### src/hdl/psn_pkg.sv
package psn_pkg;

  // Default sizes
  localparam int MAX_WIRES_DEF       = 16;
  localparam int MAX_COMPARATORS_DEF = 64;
  localparam int VALUE_BITS_DEF      = 32;

  // Register reset value
  localparam logic [4:0] WIRE_COUNT_RESET = 5'd16;

  // Request modes
  localparam logic [1:0] MODE_CLEAR = 2'd0;
  localparam logic [1:0] MODE_ADD   = 2'd1;
  localparam logic [1:0] MODE_LOAD  = 2'd2;

  // One request
  typedef struct packed {
    logic [1:0]         mode;
    logic [7:0]         stage_position;
    logic [3:0]         first_wire;
    logic [3:0]         second_wire;
    logic signed [31:0] data_value;
  } cmd_t;

  // One result
  typedef struct packed {
    logic signed [31:0] out_value;
    logic [3:0]         out_wire;
    logic               last_value;
    logic               rejected;
  } result_t;

  // Comparator table entry
  typedef struct packed {
    logic [7:0] position;
    logic [3:0] first;
    logic [3:0] second;
  } comp_entry_t;

  typedef enum logic [2:0] {
    ST_IDLE,
    ST_INS_READ,
    ST_INS_CHECK,
    ST_EV_READ,
    ST_EV_WIRES,
    ST_EV_CMP,
    ST_EV_SWAP2,
    ST_EMIT
  } state_t;

endpackage

### src/hdl/psn_ram.sv
module psn_ram #(
  parameter int WIDTH = 32,
  parameter int DEPTH = 16,
  localparam int AW = (DEPTH > 1) ? $clog2(DEPTH) : 1
) (
  input  logic             clk,
  input  logic             we,
  input  logic [AW-1:0]    waddr,
  input  logic [WIDTH-1:0] wdata,
  input  logic [AW-1:0]    raddr,
  output logic [WIDTH-1:0] rdata
);

  logic [WIDTH-1:0] mem [DEPTH];

  // One write port, one registered read port
  always_ff @(posedge clk) begin
    if (we) begin
      mem[waddr] <= wdata;
    end
    rdata <= mem[raddr];
  end

endmodule

### src/hdl/programmable_sorting_network.sv
// Run-time loadable comparator network over signed values. Requests are taken
// when start is high and busy is low; results come out on result with done
// high for exactly one cycle and cannot be stalled. A clear or a load that
// does not complete a vector leaves busy low. Adding a comparator keeps the
// table sorted by position (ties in arrival order): each stored entry with a
// larger position is read and moved up one slot, then the new entry is
// written into the slot left free (slot 0 when the table is empty). A
// refused comparator gives one result with rejected set, in the cycle after
// the request.
// The load that completes a vector walks the comparator table in order with
// a read-compare-write on the wire memory, skipping a comparator that names a
// wire outside the current wire count; a swap writes the two wires one at a
// time (the wire memory has one write port). Then the wire count values
// stream out one per cycle; the last result appears in the cycle busy falls.
module programmable_sorting_network #(
  parameter int MAX_WIRES       = psn_pkg::MAX_WIRES_DEF,
  parameter int MAX_COMPARATORS = psn_pkg::MAX_COMPARATORS_DEF,
  parameter int VALUE_BITS      = psn_pkg::VALUE_BITS_DEF
) (
  input  logic             clk,
  input  logic             rst,
  input  logic             start,
  output logic             busy,
  input  psn_pkg::cmd_t    cmd,
  input  logic             cfg_we,
  input  logic [4:0]       cfg_wdata,
  output logic             done,
  output psn_pkg::result_t result
);

  localparam int AW = (MAX_COMPARATORS > 1) ? $clog2(MAX_COMPARATORS) : 1;
  localparam int CW = $clog2(MAX_COMPARATORS + 1);
  localparam int WW = $clog2(MAX_WIRES);
  localparam int VW = $clog2(MAX_WIRES + 1);
  localparam int EW = $bits(psn_pkg::comp_entry_t);

  psn_pkg::state_t      state, state_next;
  logic [CW-1:0]        count;
  logic [VW-1:0]        loaded;
  logic [4:0]           wire_count;
  psn_pkg::comp_entry_t new_q;
  psn_pkg::comp_entry_t cmp_q;
  logic [AW-1:0]        ins_idx;
  logic [CW-1:0]        k;
  logic [VALUE_BITS-1:0] a_hold;
  logic [WW-1:0]        e;
  logic                 emit_d;
  logic [WW-1:0]        idx_d;
  logic                 last_d;
  logic                 rej_q;

  // Memory ports
  logic                  tbl_we;
  logic [AW-1:0]         tbl_waddr, tbl_raddr;
  psn_pkg::comp_entry_t  tbl_wdata, tbl_rd;
  logic [EW-1:0]         tbl_rdata;
  logic                  wv_we;
  logic [WW-1:0]         wv_waddr, wv_raddr_a, wv_raddr_b;
  logic [VALUE_BITS-1:0] wv_wdata, rd_a, rd_b;

  logic          accept, bad, vec_done, last_cmp, skip, greater, shift, e_last;
  logic [VW-1:0] wires_eff, load_inc;

  psn_ram #(.WIDTH(EW), .DEPTH(MAX_COMPARATORS)) u_table (
    .clk(clk), .we(tbl_we), .waddr(tbl_waddr), .wdata(tbl_wdata),
    .raddr(tbl_raddr), .rdata(tbl_rdata)
  );

  // Two copies of the wire values, written together, read at two addresses
  psn_ram #(.WIDTH(VALUE_BITS), .DEPTH(MAX_WIRES)) u_wires_a (
    .clk(clk), .we(wv_we), .waddr(wv_waddr), .wdata(wv_wdata),
    .raddr(wv_raddr_a), .rdata(rd_a)
  );

  psn_ram #(.WIDTH(VALUE_BITS), .DEPTH(MAX_WIRES)) u_wires_b (
    .clk(clk), .we(wv_we), .waddr(wv_waddr), .wdata(wv_wdata),
    .raddr(wv_raddr_b), .rdata(rd_b)
  );

  assign tbl_rd = psn_pkg::comp_entry_t'(tbl_rdata);

  // Effective wire count, clamped to 2..MAX_WIRES
  always_comb begin
    if (wire_count < 5'd2) begin
      wires_eff = VW'(2);
    end else if (int'(wire_count) > MAX_WIRES) begin
      wires_eff = VW'(MAX_WIRES);
    end else begin
      wires_eff = VW'(wire_count);
    end
  end

  // Request decode and loop conditions
  assign busy     = (state != psn_pkg::ST_IDLE);
  assign accept   = start && !busy;
  assign bad      = (int'(cmd.first_wire) >= int'(wires_eff)) ||
                    (int'(cmd.second_wire) >= int'(wires_eff)) ||
                    (int'(count) >= MAX_COMPARATORS);
  assign load_inc = loaded + VW'(1);
  assign vec_done = (load_inc >= wires_eff);
  assign last_cmp = ((k + CW'(1)) == count);
  assign skip     = (int'(tbl_rd.first) >= int'(wires_eff)) ||
                    (int'(tbl_rd.second) >= int'(wires_eff));
  assign greater  = ($signed(rd_a) > $signed(rd_b));
  assign shift    = (tbl_rd.position > new_q.position);
  assign e_last   = ((VW'(e) + VW'(1)) == wires_eff);

  // Next state
  always_comb begin
    state_next = state;
    unique case (state)
      psn_pkg::ST_IDLE: begin
        if (accept && cmd.mode == psn_pkg::MODE_ADD && !bad) begin
          state_next = psn_pkg::ST_INS_READ;
        end else if (accept && cmd.mode == psn_pkg::MODE_LOAD && vec_done) begin
          state_next = (count == '0) ? psn_pkg::ST_EMIT : psn_pkg::ST_EV_READ;
        end
      end
      psn_pkg::ST_INS_READ: begin
        state_next = (ins_idx == '0) ? psn_pkg::ST_IDLE : psn_pkg::ST_INS_CHECK;
      end
      psn_pkg::ST_INS_CHECK: begin
        state_next = shift ? psn_pkg::ST_INS_READ : psn_pkg::ST_IDLE;
      end
      psn_pkg::ST_EV_READ: begin
        state_next = psn_pkg::ST_EV_WIRES;
      end
      psn_pkg::ST_EV_WIRES: begin
        if (skip) begin
          state_next = last_cmp ? psn_pkg::ST_EMIT : psn_pkg::ST_EV_READ;
        end else begin
          state_next = psn_pkg::ST_EV_CMP;
        end
      end
      psn_pkg::ST_EV_CMP: begin
        if (greater) begin
          state_next = psn_pkg::ST_EV_SWAP2;
        end else begin
          state_next = last_cmp ? psn_pkg::ST_EMIT : psn_pkg::ST_EV_READ;
        end
      end
      psn_pkg::ST_EV_SWAP2: begin
        state_next = last_cmp ? psn_pkg::ST_EMIT : psn_pkg::ST_EV_READ;
      end
      psn_pkg::ST_EMIT: begin
        state_next = e_last ? psn_pkg::ST_IDLE : psn_pkg::ST_EMIT;
      end
      default: state_next = psn_pkg::ST_IDLE;
    endcase
  end

  // Memory controls
  always_comb begin
    tbl_we     = 1'b0;
    tbl_waddr  = ins_idx;
    tbl_wdata  = new_q;
    tbl_raddr  = k[AW-1:0];
    wv_we      = 1'b0;
    wv_waddr   = WW'(loaded);
    wv_wdata   = VALUE_BITS'(cmd.data_value);
    wv_raddr_a = WW'(tbl_rd.first);
    wv_raddr_b = WW'(tbl_rd.second);
    unique case (state)
      psn_pkg::ST_IDLE: begin
        wv_we = accept && (cmd.mode == psn_pkg::MODE_LOAD);
      end
      psn_pkg::ST_INS_READ: begin
        tbl_raddr = ins_idx - AW'(1);
        tbl_we    = (ins_idx == '0);
      end
      psn_pkg::ST_INS_CHECK: begin
        tbl_we    = 1'b1;
        tbl_wdata = shift ? tbl_rd : new_q;
      end
      psn_pkg::ST_EV_READ, psn_pkg::ST_EV_WIRES: begin
      end
      psn_pkg::ST_EV_CMP: begin
        wv_we    = greater;
        wv_waddr = WW'(cmp_q.first);
        wv_wdata = rd_b;
      end
      psn_pkg::ST_EV_SWAP2: begin
        wv_we    = 1'b1;
        wv_waddr = WW'(cmp_q.second);
        wv_wdata = a_hold;
      end
      psn_pkg::ST_EMIT: begin
        wv_raddr_a = e;
      end
      default: begin
      end
    endcase
  end

  // Control and datapath registers
  always_ff @(posedge clk) begin
    if (rst) begin
      state      <= psn_pkg::ST_IDLE;
      count      <= '0;
      loaded     <= '0;
      wire_count <= psn_pkg::WIRE_COUNT_RESET;
      k          <= '0;
      e          <= '0;
      emit_d     <= 1'b0;
      rej_q      <= 1'b0;
    end else begin
      state  <= state_next;
      rej_q  <= accept && (cmd.mode == psn_pkg::MODE_ADD) && bad;
      emit_d <= (state == psn_pkg::ST_EMIT);
      idx_d  <= e;
      last_d <= e_last;
      e      <= (state == psn_pkg::ST_EMIT && !e_last) ? e + WW'(1) : '0;
      if (cfg_we) begin
        wire_count <= cfg_wdata;
      end
      unique case (state)
        psn_pkg::ST_IDLE: begin
          if (accept) begin
            unique case (cmd.mode)
              psn_pkg::MODE_CLEAR: count <= '0;
              psn_pkg::MODE_ADD: begin
                new_q   <= '{position: cmd.stage_position, first: cmd.first_wire,
                             second: cmd.second_wire};
                ins_idx <= AW'(count);
              end
              psn_pkg::MODE_LOAD: begin
                loaded <= vec_done ? '0 : load_inc;
                k      <= '0;
              end
              default: begin
              end
            endcase
          end
        end
        psn_pkg::ST_INS_READ: begin
          if (ins_idx == '0) begin
            count <= count + CW'(1);
          end
        end
        psn_pkg::ST_INS_CHECK: begin
          if (shift) begin
            ins_idx <= ins_idx - AW'(1);
          end else begin
            count <= count + CW'(1);
          end
        end
        psn_pkg::ST_EV_READ: begin
        end
        psn_pkg::ST_EV_WIRES: begin
          cmp_q <= tbl_rd;
          if (skip) begin
            k <= k + CW'(1);
          end
        end
        psn_pkg::ST_EV_CMP: begin
          a_hold <= rd_a;
          if (!greater) begin
            k <= k + CW'(1);
          end
        end
        psn_pkg::ST_EV_SWAP2: begin
          k <= k + CW'(1);
        end
        psn_pkg::ST_EMIT: begin
        end
        default: begin
        end
      endcase
    end
  end

  // Result port
  always_comb begin
    result.out_value  = emit_d ? 32'(rd_a) : '0;
    result.out_wire   = emit_d ? 4'(idx_d) : '0;
    result.last_value = emit_d && last_d;
    result.rejected   = rej_q;
  end
  assign done = emit_d || rej_q;

  // Checks
  a_count_range: assert property (@(posedge clk) disable iff (rst)
    int'(count) <= MAX_COMPARATORS)
    else $error("comparator count beyond table size");

  a_loaded_range: assert property (@(posedge clk) disable iff (rst)
    int'(loaded) < MAX_WIRES)
    else $error("load count beyond wire memory");

  a_reject_cause: assert property (@(posedge clk) disable iff (rst)
    rej_q |-> $past(start && !busy && cmd.mode == psn_pkg::MODE_ADD))
    else $error("reject without add request");

  a_no_overlap: assert property (@(posedge clk) disable iff (rst)
    !(emit_d && rej_q))
    else $error("data result and reject in same cycle");

  a_last_ends: assert property (@(posedge clk) disable iff (rst)
    (emit_d && last_d) |=> !emit_d)
    else $error("data result after last of vector");

endmodule

### config.mk
export PLATFORM = sky130hd
export DESIGN_NAME = programmable_sorting_network
export DESIGN_NICKNAME = d
export VERILOG_FILES = /design/src/hdl/psn_pkg.sv /design/src/hdl/psn_ram.sv /design/src/hdl/programmable_sorting_network.sv
export SDC_FILE = /design/constraint.sdc
export NUM_CORES = 2
export LEC_CHECK = 0
export ABC_AREA = 1
export BUFFER_PORTS_ARGS = -buffer_cell sky130_fd_sc_hd__buf_2
export CAP_MARGIN = 20
export CORE_MARGIN = 2
export CORE_UTILIZATION = 31
export DETAILED_ROUTE_END_ITERATION = 7
export PLACE_DENSITY_LB_ADDON = 0.08
export SETUP_SLACK_MARGIN = 0.1
export SLEW_MARGIN = 5
export SYNTH_ARGS = -nofsm -noshare
export SYNTH_HDL_FRONTEND = slang
export SYNTH_SLANG_ARGS = --single-unit
### constraint.sdc
create_clock -name clk -period 8.08 [get_ports clk]
set_input_delay 1.616 -clock clk [delete_from_list [all_inputs] [get_ports clk]]
set_output_delay 1.616 -clock clk [all_outputs]
set_load 0.02 [all_outputs]
==> summary.md <==
| Metric | Value |
|---|---|
| Clock Path Buffers | 3 |
| First-pass GRT wire length | 368000 um |
| DRC | 0 |
| Final period util | 0.591 |
| Vias in the first global route | 49930 |
| Initial DRC Count | 4472 |
| Post-Synthesis Cells | 6165 |
| VDD IR-drop max | 264 uV |
| Crit path DAT | 5260 ps |
| Clock Root Buffer | clkbuf_16 |
| RSZ-0062 raised after global routing | no |
| Later-pin clock latency in the skew report | 850 ps |
| Area occupied by multi-input gates | 0.0201 sq mm |
| Starting Density | 0.312 |
| Slew Limit Fails | 0 |
| Setup violators final | 0 |
| Syn nets | 6286 |
| Power Internal | 17.9 mW |
| Final hold vios | 0 |
| Outcome | finished, final reports clean |
| Reg power frac | 0.365 |
| Max Clock Freq | 209 MHz |
| Clock power frac | 0.295 |
| Synthesis-to-layout area growth | 15.0% |
| Leakage | 27.3 nW |
| Mapped cell area | 0.0725 sq mm |
| R2R cell count | 14 |
| IO Pins | 99 |
| All-layer global routing usage | 0.211 |
| Die Height | 488 um |
| Power density over the cells | 354 mW/mm^2 |
| Avg Cell Area, Syn | 11.8 sq um |
| Synth async-reset ratio | 0 |
| Core Area | 0.233 sq mm |
| Switching portion of total power | 0.394 |
| Post-route ant nets | 0 |
| WHS Path Cells | 0 |
| Reg2reg setup slack | 3300 ps |
| Synthesis-stage register bit count | 1716 |
| Die X-Extent | 488 um |
| Comb power frac | 0.340 |
| CTS tree | yes |
| Post-CTS Setup Bufs | 0 |
| Total Wirelength | 256000 um |
| Net Switching | 11.6 mW |
| DR pass1 iterations | 5 |
| Synth Warn # | 0 |
| Top FF cell, synth | edfxtp_1 |
| # resized after CTS | 0 |
| Largest net degree at the start of global routing | 162 |
| Crit start category | flip-flop |
| WL per Instance | 27.2 um |
| Setup TNS | 0 ps |
| Routability cong. | 0.772 |
| Vias per cell | 5.40 |
| Post-DP HPWL | 140000 um |
| FF+latch area | 0.0504 sq mm |
| Sequential share of the synthesized area | 0.695 |
| Library cells used by synthesis | 42 |
| TritonCTS Sinks | 1716 |
| Nets | 6334 |
| PortBufs | 98 |
| Max-cap viol count | 0 |
| Hold Buf Count CTS | 0 |
| Initial antenna violation count | 9 |
| Hold crit path type | flip-flop to flip-flop |
| Clk pin slew, worst setup/hold paths | 60 ps |
| Worst EP required | 8570 ps |
| Clk_skew | 48.7 ps |
| Worst setup path class | flip-flop to flip-flop |
| Row count | 177 |
| Fin worst setup slack | 3300 ps |
| Tmin final | 4780 ps |
| Dpl ws | 3190 ps |
| H-tree levels | 4 |
| Worst-margin pin slew | 1130 ps |
| Crit path capture type | flip-flop |
| Max FO, Critical Path | 21 |
| # fillers | 22711 |
| Post-synth EDFFs | 1603 |
| Slew margin rel. | 0.242 |
| Total congestion overflow | 0 |
| Share of cells above drive strength 1 | 0.110 |
| Via count | 50885 |
| Die area | 0.238 sq mm |
| TritonCTS Buffers | 196 |
## power by group through the flow
stage	clock (mW)	combinational [mW]	sequential, mW
finish	8.71	10.0	10.8
global route	9.29	10.9	10.8
CTS	8.95	10.1	10.8
detailed placement	0	10.1	11.0
global placement	0	10.1	10.9
floorplan	0	6.08	10.8
## worst max-delay path, cell delays in order (launching register included)
cell and delay (ps):
dfxtp_1 310, inv_1 50, ha_1 360, nand2_1 100
nor2_1 150, nand2_1 230, nor4_2 210, buf_4 220
nand2_1 90, nand3_1 100, nand4_1 580, nand2_1 360
nand2_1 270, nor2_4 900, buf_4 440
## cells in the mapped netlist, types with 2 or more instances
cell	instances	area, sq um
o211ai_1	237	1780
o22ai_1	129	807
o21bai_1	6	45.0
o21ai_2	2	17.5
o21a_1	2	15.0
a211oi_1	2	15.0
buf_2	106	531
o21ai_0	987	4940
xor2_1	20	175
inv_2	6	22.5
clkbuf_1	323	1210
nor2_1	1248	4680
buf_4	7	52.6
nor3_1	14	70.1
clkinv_1	2	7.51
o311ai_0	25	219
nand4_1	17	106
o21ai_1	45	225
o221ai_1	265	2320
a21o_1	2	15.0
ha_1	62	776
edfxtp_1	1603	48100
inv_1	165	619
or2_2	2	12.5
a21oi_1	95	475
buf_1	14	52.6
xnor2_1	4	35.0
dfxtp_1	113	2260
nand3_1	235	1180
o311ai_1	11	96.3
nand2_1	404	1520
mux2_2	2	22.5
## through the flow
step | util | cells | hold WS (ps) | area, sq um | total power, mW
after floorplan | - | 6165 | 408 | 72500 | 16.9
after global placement | 0.332 | 9053 | 440 | 77100 | 21.0
after detailed placement | 0.332 | 9057 | 450 | 77200 | 21.0
after CTS | 0.359 | 9424 | 461 | 83400 | 29.8
after global routing | 0.359 | 9426 | 464 | 83400 | 31.0
final | 0.359 | 9428 | 457 | 83400 | 29.5
## cells by family after synthesis
logic type	count (synthesis)	share of synthesized area
multiplexers	2	0.000311
XOR/XNOR	24	0.00290
flip-flops	1716	0.695
AO/OA/AOI/OAI	1813	0.152
adder cells (fa/ha/maj)	62	0.0107
buffers and inverters	625	0.0346
AND/OR/NAND/NOR	1923	0.105
## layout make-up
cell class	count	area share
Clock buffer	260	0.0631
Sequential cell	1716	0.604
Tap cell	3043	0.0456
Inverter	174	0.00837
Timing Repair Buffer	301	0.0255
Clock inverter	107	0.0115
Antenna cell	3	0.0000900
Multi-Input combinational cell	3824	0.241
## cell usage in the layout, fill, tap and decap left out, drive strengths merged, types with 129 or more instances in the layout
cell type  netlist  final
buf            127    300
clkbuf         324    261
edfxtp        1603   1603
inv            172    178
nand2          404    404
nand3          236    236
nor2          1249   1249
o211ai         237    237
o21ai         1035   1035
o221ai         265    265
o22ai          129    129
## path summary, 6_finish.rpt
path / start / end
setup / recovery: u_wires_b.rdata[31] / u_wires_a.mem[6][22]
hold / removal: u_wires_a.rdata[7] / a_hold[7]
setup reg to reg: u_wires_b.rdata[31] / u_wires_a.mem[6][22]
hold reg to reg: u_wires_a.rdata[7] / a_hold[7]
## metal layers
metal	share of wire	track usage	wire, um	vias to the layer above
met3	0.051	0.0270	13100	399
met2	0.48	0.350	122000	1666
li1	-	-	-	23011
met1	0.44	0.287	113000	25809
met5	0	0	0	-
met4	0.032	0.0684	8320	0
## flip-flops by register name (all words and copies together), names as in the netlist
name             cells
last_d               1
loaded               5
a_hold              32
e                    4
u_table.rdata       16
rej_q                1
new_q               16
u_wires_a.rdata     32
count                7
idx_d                4
k                    7
ins_idx              6
u_wires_b.rdata     32
wire_count           5
cmp_q                8
u_wires_a.mem      512
emit_d               1
state                3
u_table.mem       1024
Note: power is estimated with default switching activity, not from simulation.
